$ cat config.mk
export PLATFORM = sky130hd
export DESIGN_NAME = eased_animation_progress_flat
export DESIGN_NICKNAME = d
export VERILOG_FILES = /design/src/eap_pkg.sv /design/src/eap_if.sv /design/src/eap_div.sv /design/src/eap_mul.sv /design/src/eased_animation_progress.sv /design/src/flat_wrapper.sv
export SDC_FILE = /design/constraint.sdc
export NUM_CORES = 2
export LEC_CHECK = 0
export BUFFER_PORTS_ARGS = -buffer_cell sky130_fd_sc_hd__buf_2
export CORE_MARGIN = 1
export CORE_UTILIZATION = 50
export DETAILED_ROUTE_END_ITERATION = 12
export GPL_ROUTABILITY_DRIVEN = 1
export GPL_TIMING_DRIVEN = 0
export PLACE_DENSITY = 0.69
export SETUP_SLACK_MARGIN = 0.02
export SLEW_MARGIN = 20
export SYNTH_ARGS = -nofsm -noshare
export SYNTH_HDL_FRONTEND = slang
export SYNTH_SLANG_ARGS = --single-unit
$ cat constraint.sdc
create_clock -name i_clk -period 7.7 [get_ports i_clk]
set_input_delay 1.155 -clock i_clk [delete_from_list [all_inputs] [get_ports i_clk]]
set_output_delay 1.155 -clock i_clk [all_outputs]
set_load 0.05 [all_outputs]
$ cat src/eap_pkg.sv
// Shared types, widths and codes for the eased animation progress block.
`default_nettype none

package eap_pkg;

    // Field widths fixed by the channel and register definitions.
    localparam int CMD_W      = 2;
    localparam int TIME_W     = 32;
    localparam int PROG_W     = 17;
    localparam int DUR_W      = 16;
    localparam int MODE_W     = 3;
    localparam int CFG_IDX_W  = 1;
    localparam int CFG_DATA_W = 16;

    // Default number of fraction bits of the progress value.
    localparam int FRAC_BITS_DEF = 16;

    // Command codes.
    localparam logic [CMD_W-1:0] CMD_TICK  = 2'd0;
    localparam logic [CMD_W-1:0] CMD_START = 2'd1;
    localparam logic [CMD_W-1:0] CMD_STOP  = 2'd2;

    // Configuration register indexes.
    localparam logic [CFG_IDX_W-1:0] REG_DURATION = 1'd0;
    localparam logic [CFG_IDX_W-1:0] REG_EASING   = 1'd1;

    // Easing curve codes.
    localparam logic [MODE_W-1:0] MODE_LINEAR       = 3'd0;
    localparam logic [MODE_W-1:0] MODE_IN_QUAD      = 3'd1;
    localparam logic [MODE_W-1:0] MODE_OUT_QUAD     = 3'd2;
    localparam logic [MODE_W-1:0] MODE_INOUT_QUAD   = 3'd3;
    localparam logic [MODE_W-1:0] MODE_IN_CUBIC     = 3'd4;
    localparam logic [MODE_W-1:0] MODE_OUT_CUBIC    = 3'd5;
    localparam logic [MODE_W-1:0] MODE_INOUT_CUBIC  = 3'd6;
    localparam logic [MODE_W-1:0] MODE_OUT_BOUNCE   = 3'd7;

    // Sequencer states.
    typedef enum logic [2:0] {
        S_IDLE,
        S_DIV,
        S_PREP,
        S_MUL1,
        S_MUL2,
        S_FIN
    } t_state;

endpackage

`default_nettype wire

$ cat src/eap_if.sv
// Valid/ready channel interfaces for items, results and register writes.
`default_nettype none

interface eap_in_if import eap_pkg::*; ();
    logic                valid;
    logic                ready;
    logic [CMD_W-1:0]    cmd;
    logic [TIME_W-1:0]   current_time;

    modport source (output valid, output cmd, output current_time, input ready);
    modport sink   (input valid, input cmd, input current_time, output ready);
endinterface

interface eap_out_if import eap_pkg::*; ();
    logic                valid;
    logic                ready;
    logic                running;
    logic [PROG_W-1:0]   progress;

    modport source (output valid, output running, output progress, input ready);
    modport sink   (input valid, input running, input progress, output ready);
endinterface

interface eap_cfg_if import eap_pkg::*; ();
    logic                  valid;
    logic                  ready;
    logic [CFG_IDX_W-1:0]  index;
    logic [CFG_DATA_W-1:0] data;

    modport source (output valid, output index, output data, input ready);
    modport sink   (input valid, input index, input data, output ready);
endinterface

`default_nettype wire

$ cat src/eap_div.sv
// Restoring fractional divider: quotient of num/den scaled by 2^QW, num < den.
`default_nettype none

module eap_div import eap_pkg::*; #(
    parameter int QW = FRAC_BITS_DEF
) (
    input  logic             i_clk,
    input  logic             i_rst_n,
    input  logic             i_start,
    input  logic [DUR_W-1:0] i_num,
    input  logic [DUR_W-1:0] i_den,
    output logic             o_done,
    output logic [QW-1:0]    o_quot
);

    localparam int CW = $clog2(QW + 1);

    logic [DUR_W-1:0] r_rem;
    logic [DUR_W-1:0] n_rem;
    logic [QW-1:0]    r_quot;
    logic [QW-1:0]    n_quot;
    logic [CW-1:0]    r_cnt;
    logic [CW-1:0]    n_cnt;
    logic             r_busy;
    logic             n_busy;
    logic             r_done;
    logic             n_done;
    logic [DUR_W:0]   w_twice;
    logic [DUR_W:0]   w_diff;

    // One quotient bit per cycle: double the remainder, subtract if it fits.
    assign w_twice = {r_rem, 1'b0};
    assign w_diff  = w_twice - {1'b0, i_den};

    always_comb begin
        n_rem  = r_rem;
        n_quot = r_quot;
        n_cnt  = r_cnt;
        n_busy = r_busy;
        n_done = 1'b0;
        if (i_start) begin
            n_rem  = i_num;
            n_quot = '0;
            n_cnt  = CW'(QW);
            n_busy = 1'b1;
        end else if (r_busy) begin
            if (w_twice >= {1'b0, i_den}) begin
                n_rem  = w_diff[DUR_W-1:0];
                n_quot = {r_quot[QW-2:0], 1'b1};
            end else begin
                n_rem  = w_twice[DUR_W-1:0];
                n_quot = {r_quot[QW-2:0], 1'b0};
            end
            n_cnt = r_cnt - CW'(1);
            if (r_cnt == CW'(1)) begin
                n_busy = 1'b0;
                n_done = 1'b1;
            end
        end
    end

    always_ff @(posedge i_clk) begin
        if (!i_rst_n) begin
            r_busy <= 1'b0;
            r_done <= 1'b0;
            r_cnt  <= '0;
        end else begin
            r_busy <= n_busy;
            r_done <= n_done;
            r_cnt  <= n_cnt;
        end
        r_rem  <= n_rem;
        r_quot <= n_quot;
    end

    assign o_done = r_done;
    assign o_quot = r_quot;

endmodule

`default_nettype wire

$ cat src/eap_mul.sv
// Shared fixed-point multiplier with a registered, truncated product (a*b) >> FB.
`default_nettype none

module eap_mul import eap_pkg::*; #(
    parameter int FB = FRAC_BITS_DEF,
    parameter int MW = FB + 3,
    parameter int PW = FB + 4
) (
    input  logic          i_clk,
    input  logic [MW-1:0] i_a,
    input  logic [MW-1:0] i_b,
    output logic [PW-1:0] o_p
);

    logic [2*MW-1:0] w_full;
    logic [PW-1:0]   r_p;

    assign w_full = i_a * i_b;

    // Drop the fraction bits; all curve products stay well below the kept range.
    always_ff @(posedge i_clk) begin
        r_p <= w_full[FB +: PW];
    end

    assign o_p = r_p;

endmodule

`default_nettype wire

$ cat src/eased_animation_progress.sv
// Start, stop, idle tick and completing tick give their result in the cycle after accept.
// A tick that evaluates the curve passes through the divider start, FRAC_BITS divider steps,
// a hand-off of the divider done flag, a setup step, up to two multiplier passes and a final
// saturate step before its result is registered.
// One item is in work at a time; the next is taken as the previous result leaves.
// Reset (synchronous, active low) clears the registers, the start time, progress and state.
`default_nettype none

module eased_animation_progress import eap_pkg::*; #(
    parameter int FRAC_BITS = FRAC_BITS_DEF
) (
    input  logic       i_clk,
    input  logic       i_rst_n,
    eap_in_if.sink     i_in,
    eap_out_if.source  o_out,
    eap_cfg_if.sink    i_cfg
);

    localparam int F  = FRAC_BITS;
    localparam int MW = F + 3;
    localparam int PW = F + 4;
    localparam int EW = F + 1;

    // Curve constants worked out at elaboration.
    localparam longint unsigned ONE_L = 64'd1 << FRAC_BITS;
    localparam longint unsigned D1_L  = ONE_L * 11 / 4;
    localparam longint unsigned N1_L  = ONE_L * 121 / 16;
    localparam longint unsigned B1_L  = ONE_L * ONE_L / D1_L;
    localparam longint unsigned B2_L  = 2 * ONE_L * ONE_L / D1_L;
    localparam longint unsigned B3_L  = (5 * ONE_L / 2) * ONE_L / D1_L;
    localparam longint unsigned C2_L  = (3 * ONE_L / 2) * ONE_L / D1_L;
    localparam longint unsigned C3_L  = (9 * ONE_L / 4) * ONE_L / D1_L;
    localparam longint unsigned C4_L  = (21 * ONE_L / 8) * ONE_L / D1_L;
    localparam longint unsigned O2_L  = 3 * ONE_L / 4;
    localparam longint unsigned O3_L  = 15 * ONE_L / 16;
    localparam longint unsigned O4_L  = 63 * ONE_L / 64;

    localparam logic [F-1:0]  BND1 = F'(B1_L);
    localparam logic [F-1:0]  BND2 = F'(B2_L);
    localparam logic [F-1:0]  BND3 = F'(B3_L);
    localparam logic [F-1:0]  CEN2 = F'(C2_L);
    localparam logic [F-1:0]  CEN3 = F'(C3_L);
    localparam logic [F-1:0]  CEN4 = F'(C4_L);
    localparam logic [F-1:0]  OFS2 = F'(O2_L);
    localparam logic [F-1:0]  OFS3 = F'(O3_L);
    localparam logic [F-1:0]  OFS4 = F'(O4_L);
    localparam logic [MW-1:0] N1_M = MW'(N1_L);
    localparam logic [MW-1:0] ONE_M = MW'(ONE_L);
    localparam logic [PW-1:0] ONE_P = PW'(ONE_L);
    localparam logic [EW-1:0] ONE_E = EW'(ONE_L);

    t_state r_state;
    t_state n_state;

    logic [DUR_W-1:0]  r_dur;
    logic [DUR_W-1:0]  n_dur;
    logic [MODE_W-1:0] r_mode;
    logic [MODE_W-1:0] n_mode;
    logic [TIME_W-1:0] r_start;
    logic [TIME_W-1:0] n_start;
    logic              r_active;
    logic              n_active;
    logic [EW-1:0]     r_eased;
    logic [EW-1:0]     n_eased;

    logic              r_out_valid;
    logic              n_out_valid;
    logic              r_out_running;
    logic              n_out_running;
    logic [PROG_W-1:0] r_out_prog;
    logic [PROG_W-1:0] n_out_prog;

    // Operands and finishing flags set up once the normalized time is known.
    logic [MW-1:0]     r_x;
    logic [MW-1:0]     n_x;
    logic [MW-1:0]     r_x2;
    logic [MW-1:0]     n_x2;
    logic [MW-1:0]     r_y;
    logic [MW-1:0]     n_y;
    logic [F-1:0]      r_off;
    logic [F-1:0]      n_off;
    logic              r_neg;
    logic              n_neg;
    logic              r_half;
    logic              n_half;
    logic              r_two;
    logic              n_two;

    logic              w_accept;
    logic              w_cfg_accept;
    logic              w_in_ready;
    logic              w_mul_second;
    logic              w_div_start;
    logic              w_div_done;
    logic [F-1:0]      w_t;
    logic [TIME_W-1:0] w_elapsed;
    logic              w_done_now;
    logic              w_tick_run;
    logic [MW-1:0]     w_t_m;
    logic [MW-1:0]     w_inv;
    logic [MW-1:0]     w_v;
    logic              w_lower;
    logic [F-1:0]      w_cen;
    logic [F-1:0]      w_ofs;
    logic [F-1:0]      w_dist;
    logic [MW-1:0]     w_mul_a;
    logic [MW-1:0]     w_mul_b;
    logic [PW-1:0]     w_mul_p;
    logic [PW-1:0]     w_m;
    logic [PW-1:0]     w_mh;
    logic [PW-1:0]     w_p;
    logic [EW-1:0]     w_sat;

    assign w_accept     = i_in.valid && w_in_ready;
    assign w_cfg_accept = i_cfg.valid;
    assign i_cfg.ready  = 1'b1;
    assign i_in.ready   = w_in_ready;

    // Completion test on the wrapped elapsed time.
    assign w_elapsed  = i_in.current_time - r_start;
    assign w_done_now = (r_dur == '0) ||
                        (({1'b0, w_elapsed} + (TIME_W + 1)'(1)) >= (TIME_W + 1)'(r_dur));
    assign w_tick_run = (i_in.cmd == CMD_TICK) && r_active && !w_done_now;

    eap_div #(.QW(F)) u_div (
        .i_clk   (i_clk),
        .i_rst_n (i_rst_n),
        .i_start (w_div_start),
        .i_num   (w_elapsed[DUR_W-1:0]),
        .i_den   (r_dur),
        .o_done  (w_div_done),
        .o_quot  (w_t)
    );

    // The second pass multiplies the first product by the stored factor.
    assign w_mul_a = w_mul_second ? MW'(w_mul_p) : r_x;
    assign w_mul_b = w_mul_second ? r_y : r_x2;

    eap_mul #(.FB(F), .MW(MW), .PW(PW)) u_mul (
        .i_clk (i_clk),
        .i_a   (w_mul_a),
        .i_b   (w_mul_b),
        .o_p   (w_mul_p)
    );

    // Next state of the sequencer.
    always_comb begin
        n_state = r_state;
        case (r_state)
            S_IDLE: begin
                if (w_accept && w_tick_run) begin
                    n_state = S_DIV;
                end
            end
            S_DIV: begin
                if (w_div_done) begin
                    n_state = S_PREP;
                end
            end
            S_PREP: begin
                n_state = (r_mode == MODE_LINEAR) ? S_FIN : S_MUL1;
            end
            S_MUL1: begin
                n_state = r_two ? S_MUL2 : S_FIN;
            end
            S_MUL2:  n_state = S_FIN;
            S_FIN:   n_state = S_IDLE;
            default: n_state = S_IDLE;
        endcase
    end

    // Sequencer outputs.
    always_comb begin
        w_in_ready   = 1'b0;
        w_mul_second = 1'b0;
        w_div_start  = 1'b0;
        case (r_state)
            S_IDLE: begin
                w_in_ready  = !r_out_valid || o_out.ready;
                w_div_start = i_in.valid && w_in_ready && w_tick_run;
            end
            S_MUL2:  w_mul_second = 1'b1;
            default: ;
        endcase
    end

    // Helpers for the curve setup.
    assign w_t_m   = MW'(w_t);
    assign w_inv   = ONE_M - w_t_m;
    assign w_v     = (ONE_M - w_t_m) << 1;
    assign w_lower = !w_t[F-1];

    // Bounce segment: centre and offset by where t falls.
    always_comb begin
        if (w_t < BND1) begin
            w_cen = '0;
            w_ofs = '0;
        end else if (w_t < BND2) begin
            w_cen = CEN2;
            w_ofs = OFS2;
        end else if (w_t < BND3) begin
            w_cen = CEN3;
            w_ofs = OFS3;
        end else begin
            w_cen = CEN4;
            w_ofs = OFS4;
        end
    end

    assign w_dist = (w_t >= w_cen) ? (w_t - w_cen) : (w_cen - w_t);

    // Final step: optional halving, complement or offset, then saturate to one.
    assign w_m   = (r_mode == MODE_LINEAR) ? PW'(r_x) : w_mul_p;
    assign w_mh  = r_half ? (w_m >> 1) : w_m;
    assign w_p   = r_neg ? (ONE_P - w_mh) : (w_mh + PW'(r_off));
    assign w_sat = (w_p > ONE_P) ? ONE_E : EW'(w_p);

    // Register next values.
    always_comb begin
        n_dur         = r_dur;
        n_mode        = r_mode;
        n_start       = r_start;
        n_active      = r_active;
        n_eased       = r_eased;
        n_out_valid   = r_out_valid;
        n_out_running = r_out_running;
        n_out_prog    = r_out_prog;
        n_x           = r_x;
        n_x2          = r_x2;
        n_y           = r_y;
        n_off         = r_off;
        n_neg         = r_neg;
        n_half        = r_half;
        n_two         = r_two;

        if (w_cfg_accept) begin
            case (i_cfg.index)
                REG_DURATION: n_dur  = i_cfg.data[DUR_W-1:0];
                REG_EASING:   n_mode = i_cfg.data[MODE_W-1:0];
                default: ;
            endcase
        end

        if (r_out_valid && o_out.ready) begin
            n_out_valid = 1'b0;
        end

        // Commands that finish in the accept cycle.
        if (w_accept) begin
            case (i_in.cmd)
                CMD_START: begin
                    n_start  = i_in.current_time;
                    n_eased  = '0;
                    n_active = 1'b1;
                end
                CMD_STOP: n_active = 1'b0;
                CMD_TICK: begin
                    if (r_active && w_done_now) begin
                        n_eased  = ONE_E;
                        n_active = 1'b0;
                    end
                end
                default: ;
            endcase
            if (!w_tick_run) begin
                n_out_valid   = 1'b1;
                n_out_running = n_active;
                n_out_prog    = PROG_W'(n_eased);
            end
        end

        // Curve setup from the normalized time.
        if (r_state == S_PREP) begin
            n_x    = w_t_m;
            n_x2   = w_t_m;
            n_y    = w_t_m;
            n_off  = '0;
            n_neg  = 1'b0;
            n_half = 1'b0;
            n_two  = 1'b0;
            case (r_mode)
                MODE_LINEAR: ;
                MODE_IN_QUAD: ;
                MODE_OUT_QUAD: begin
                    n_x   = w_inv;
                    n_x2  = w_inv;
                    n_neg = 1'b1;
                end
                MODE_INOUT_QUAD: begin
                    if (w_lower) begin
                        n_x = w_t_m << 1;
                    end else begin
                        n_x    = w_v;
                        n_x2   = w_v;
                        n_neg  = 1'b1;
                        n_half = 1'b1;
                    end
                end
                MODE_IN_CUBIC: n_two = 1'b1;
                MODE_OUT_CUBIC: begin
                    n_x   = w_inv;
                    n_x2  = w_inv;
                    n_y   = w_inv;
                    n_neg = 1'b1;
                    n_two = 1'b1;
                end
                MODE_INOUT_CUBIC: begin
                    n_two = 1'b1;
                    if (w_lower) begin
                        n_y = w_t_m << 2;
                    end else begin
                        n_x    = w_v;
                        n_x2   = w_v;
                        n_y    = w_v;
                        n_neg  = 1'b1;
                        n_half = 1'b1;
                    end
                end
                MODE_OUT_BOUNCE: begin
                    n_x   = MW'(w_dist);
                    n_x2  = MW'(w_dist);
                    n_y   = N1_M;
                    n_off = w_ofs;
                    n_two = 1'b1;
                end
                default: ;
            endcase
        end

        // Curve value ready: hold it and present the result.
        if (r_state == S_FIN) begin
            n_eased       = w_sat;
            n_out_valid   = 1'b1;
            n_out_running = r_active;
            n_out_prog    = PROG_W'(w_sat);
        end
    end

    always_ff @(posedge i_clk) begin
        if (!i_rst_n) begin
            r_state     <= S_IDLE;
            r_dur       <= '0;
            r_mode      <= MODE_LINEAR;
            r_start     <= '0;
            r_active    <= 1'b0;
            r_eased     <= '0;
            r_out_valid <= 1'b0;
        end else begin
            r_state     <= n_state;
            r_dur       <= n_dur;
            r_mode      <= n_mode;
            r_start     <= n_start;
            r_active    <= n_active;
            r_eased     <= n_eased;
            r_out_valid <= n_out_valid;
        end
        r_out_running <= n_out_running;
        r_out_prog    <= n_out_prog;
        r_x           <= n_x;
        r_x2          <= n_x2;
        r_y           <= n_y;
        r_off         <= n_off;
        r_neg         <= n_neg;
        r_half        <= n_half;
        r_two         <= n_two;
    end

    assign o_out.valid    = r_out_valid;
    assign o_out.running  = r_out_running;
    assign o_out.progress = r_out_prog;

endmodule

`default_nettype wire

$ cat src/flat_wrapper.sv
// flat-port wrapper written by rule: the top's interface ports become plain ports
module eased_animation_progress_flat import eap_pkg::*;
#(
    parameter int FRAC_BITS = FRAC_BITS_DEF
)
  (i_clk, i_rst_n, i_in_valid, i_in_cmd, i_in_current_time, i_in_ready, o_out_valid, o_out_running, o_out_progress, o_out_ready, i_cfg_valid, i_cfg_index, i_cfg_data, i_cfg_ready);
  eap_in_if i_in_i ();
  eap_out_if o_out_i ();
  eap_cfg_if i_cfg_i ();
  input  logic i_clk;
  input  logic i_rst_n;
  input wire logic [$bits(i_in_i.valid)-1:0] i_in_valid;
  input wire logic [$bits(i_in_i.cmd)-1:0] i_in_cmd;
  input wire logic [$bits(i_in_i.current_time)-1:0] i_in_current_time;
  output wire logic [$bits(i_in_i.ready)-1:0] i_in_ready;
  output wire logic [$bits(o_out_i.valid)-1:0] o_out_valid;
  output wire logic [$bits(o_out_i.running)-1:0] o_out_running;
  output wire logic [$bits(o_out_i.progress)-1:0] o_out_progress;
  input wire logic [$bits(o_out_i.ready)-1:0] o_out_ready;
  input wire logic [$bits(i_cfg_i.valid)-1:0] i_cfg_valid;
  input wire logic [$bits(i_cfg_i.index)-1:0] i_cfg_index;
  input wire logic [$bits(i_cfg_i.data)-1:0] i_cfg_data;
  output wire logic [$bits(i_cfg_i.ready)-1:0] i_cfg_ready;
  assign i_in_i.valid = i_in_valid;
  assign i_in_i.cmd = i_in_cmd;
  assign i_in_i.current_time = i_in_current_time;
  assign i_in_ready = i_in_i.ready;
  assign o_out_valid = o_out_i.valid;
  assign o_out_running = o_out_i.running;
  assign o_out_progress = o_out_i.progress;
  assign o_out_i.ready = o_out_ready;
  assign i_cfg_i.valid = i_cfg_valid;
  assign i_cfg_i.index = i_cfg_index;
  assign i_cfg_i.data = i_cfg_data;
  assign i_cfg_ready = i_cfg_i.ready;
  eased_animation_progress #(.FRAC_BITS(FRAC_BITS)) u_core (.i_clk(i_clk), .i_rst_n(i_rst_n), .i_in(i_in_i), .o_out(o_out_i), .i_cfg(i_cfg_i));
endmodule
==> out/qor.txt <==
status: finished clean
Required @ worst endpoint: 8.13 ns
placed cell areas: 29700 sq um
initial antenna violation count: 0
drt pass-1 iters: 8
GRT busiest layer: met2
RSZ-0062 raised after global routing: true
input/output buffers: 75
Post-synth top cells: inv_1 (463), nand2_1 (454), nor2_1 (319)
hold crit path type: flop to flop
initial DRC count: 2419
CTS tree: done
largest net degree at the start of global routing: 19
Worst-path clk slew: 0.06 ns
Total Routed Length: 88.5 mm
Power Internal: 2080 uW
post-route cell area: 31500 sq um
CP arrival: 7.94 ns
Slew HR: 0.360
kind of critical path: flop to flop
Core Area: 55500 sq um
Final HPWL DP: 69.3 mm
sequential power share: 0.394
All-Layer GR Usage: 0.312
Yosys top cell by area: fa_1
DRC Markers: 0
vias per cell: 5.92
Final Cycle Share: 0.975
routability cong.: 0.996
Core Util, Final: 0.568
peak supply drop: 0.000175 V
combinational power share: 0.208
global route overflow: 0
skew final: 0.0248 ns
Post-Route Setup TNS: 0 ns
pre-CTS WS: -2.26 ns
final hold viol count: 0
crit start category: flop
most numerous cell in the Yosys netlist: inv_1
CP endpoint kind: flop
Hold Buf Count CTS: 0
switching power: 964 uW
Clock Sinks: 211
share of cells above drive strength 1: 0.0963
max incr delay on CP: 0.57 ns
initial core utilization: 0.510
Hold Path Stages: 2
worst setup margin: 0.191 ns
Slew Limit Fails: 0
register area share after synthesis: 0.183
post-synthesis register bit count: 211
maximum clock path buffer count: 3
Post-Syn Instances: 3380
Sw Share: 0.316
Setup violations, final: 0
CTS Buf Count: 26
I/O pin count: 77
Max-Cap Viols: 0
PwrDens: 96.7 nW/um^2
first-pass GRT wire length: 139 mm
fmax: 0.133 GHz
GR Layer Usage met2: 0.535
Final #Nets: 4083
leak pwr: 0.0138 uW
Inserted Diodes: 0
Yosys warnings: 0
Async S/R FF share, synth: 0
most used cell, CP: fa_1
M3 GR Usage: 0.0506
area grow syn2layout: 11.3%
Max Fanout on Critical Path: 10
actual slew at the worst max-slew pin: 0.961 ns
die area: 57600 sq um
Tmin final: 7.51 ns
die span in y: 240 microns
Worst Reg-to-Reg Cells: 27
synth unique cells: 93
met1 Use GR: 0.379
H-tree depth: 1
EDFF count, synth: 95
Via Count: 25400
# rows: 86
Synth Cell Area: 28300 sq um
clock root cell: clkbuf_16
Worst-Skew Late Latency: 0.58 ns
top cell type's share of synthesized area: 0.206
drt wl/cell: 20.6 microns
Mean Syn Cell Area: 8.38 sq um
Die X: 240 microns
CP max stage cell: fa_1
Clk pwr share: 0.399
ys flop type: dfxtp_1
antenna-violating nets left: 0
ranking of synthesized cells by area: fa_1 (21%), edfxtp_1 (10%), ha_1 (9.5%)
vias in the first global route: 25300
power by group through the flow:
stage          Sequential [uW]  Combinational (uW)  Clock, uW
2_1_floorplan             1240                 444          0
3_3_place_gp              1220                 619          0
5_1_grt                   1200                 700       1270
6_report                  1200                 633       1220
3_5_place_dp              1220                 622          0
4_1_cts                   1200                 625       1230
cell type report:
class	instances	area (sq um)
multi-input cells	2551	21300
clock buffers	31	701
clock inverters	16	128
repair buffers	120	792
plain buffers	146	777
inverters	465	1750
fillers	5166	24000
well taps	748	936
flip-flops and latches	211	5180
layer usage:
layer / share of wire / wire (microns)
met5: 0.00068 / 60
met4: 0.056 / 4940
met3: 0.084 / 7470
met2: 0.48 / 42300
met1: 0.38 / 33700
kinds of logic (layout without fill, tap and decap cells):
logic type | Yosys count | after routing | share of synthesized area
compound gates | 664 | 664 | 0.156
buf+inv | 619 | 778 | 0.0836
simple gates | 1109 | 1109 | 0.178
other cells | 2 | 3 | 0.000265
fa+ha+maj | 506 | 506 | 0.301
xor+xnor | 108 | 108 | 0.0334
flops | 211 | 211 | 0.183
mux | 161 | 161 | 0.0654
critical path, delay by kind of cell, from the launching register on:
| kind | cells | cell delay (ns) |
|---|---|---|
| adders and majority gates | 7 | 3.45 |
| buffers and inverters | 8 | 1.03 |
| DFF | 1 | 0.37 |
| and+or+nand+nor | 4 | 0.68 |
| muxes | 1 | 0.35 |
| AOI/OAI and AO/OA | 7 | 1.47 |
state kept, by name, summed over array words and instances, names as in the netlist, 17 cells and up:
register	flops
u_core.r_eased	17
u_core.r_x	18
u_core.u_mul.o_p	20
u_core.r_y	19
u_core.r_start	32
u_core.r_x2	18
u_core.o_out.progress	17
through the flow:
stage | std cells | power, uW | hold slack, ns
global placement | 4204 | 1840 | 0.450
detailed placement | 4211 | 1850 | 0.458
CTS | 4277 | 3050 | 0.465
floorplan | 3381 | 1680 | 0.443
finish | 4288 | 3050 | 0.461
global route | 4288 | 3180 | 0.480
layout by cell type, fill, tap and decap left out, types with 44 or more instances in the layout:
cell type | synthesis | layout
nor3_1 | 45 | 44
ha_1 | 215 | 215
a21o_1 | 44 | 44
nand3_1 | 48 | 48
fa_1 | 291 | 290
dfxtp_1 | 116 | 113
o21ai_0 | 134 | 130
clkbuf_1 | 124 | 105
and3_1 | 46 | 45
inv_1 | 463 | 463
a21boi_0 | 61 | 61
nand2_1 | 454 | 454
nor2_1 | 319 | 319
edfxtp_1 | 95 | 95
xnor2_1 | 83 | 83
a21oi_1 | 162 | 161
buf_2 | 11 | 86
mux2i_1 | 95 | 63
worst paths after layout:
path                            from                   end  slack (ns)
setup / recovery   u_core.r_state[0]  u_core.u_mul.o_p[19]        0.19
hold / removal    u_core.r_start[17]    u_core.r_start[17]        0.46
setup reg to reg   u_core.r_state[0]  u_core.u_mul.o_p[19]        0.19
hold reg to reg   u_core.r_start[17]    u_core.r_start[17]        0.46
what timing repair did:
action	4_1_cts	5_1_grt
resized for setup	122	24
gates cloned	1	0
buffers inserted	25	12
pin swaps	2	4
endpoints found under the setup margin	20	21
hold endpoints to repair	0	0
(Power assumes the default switching activity.)
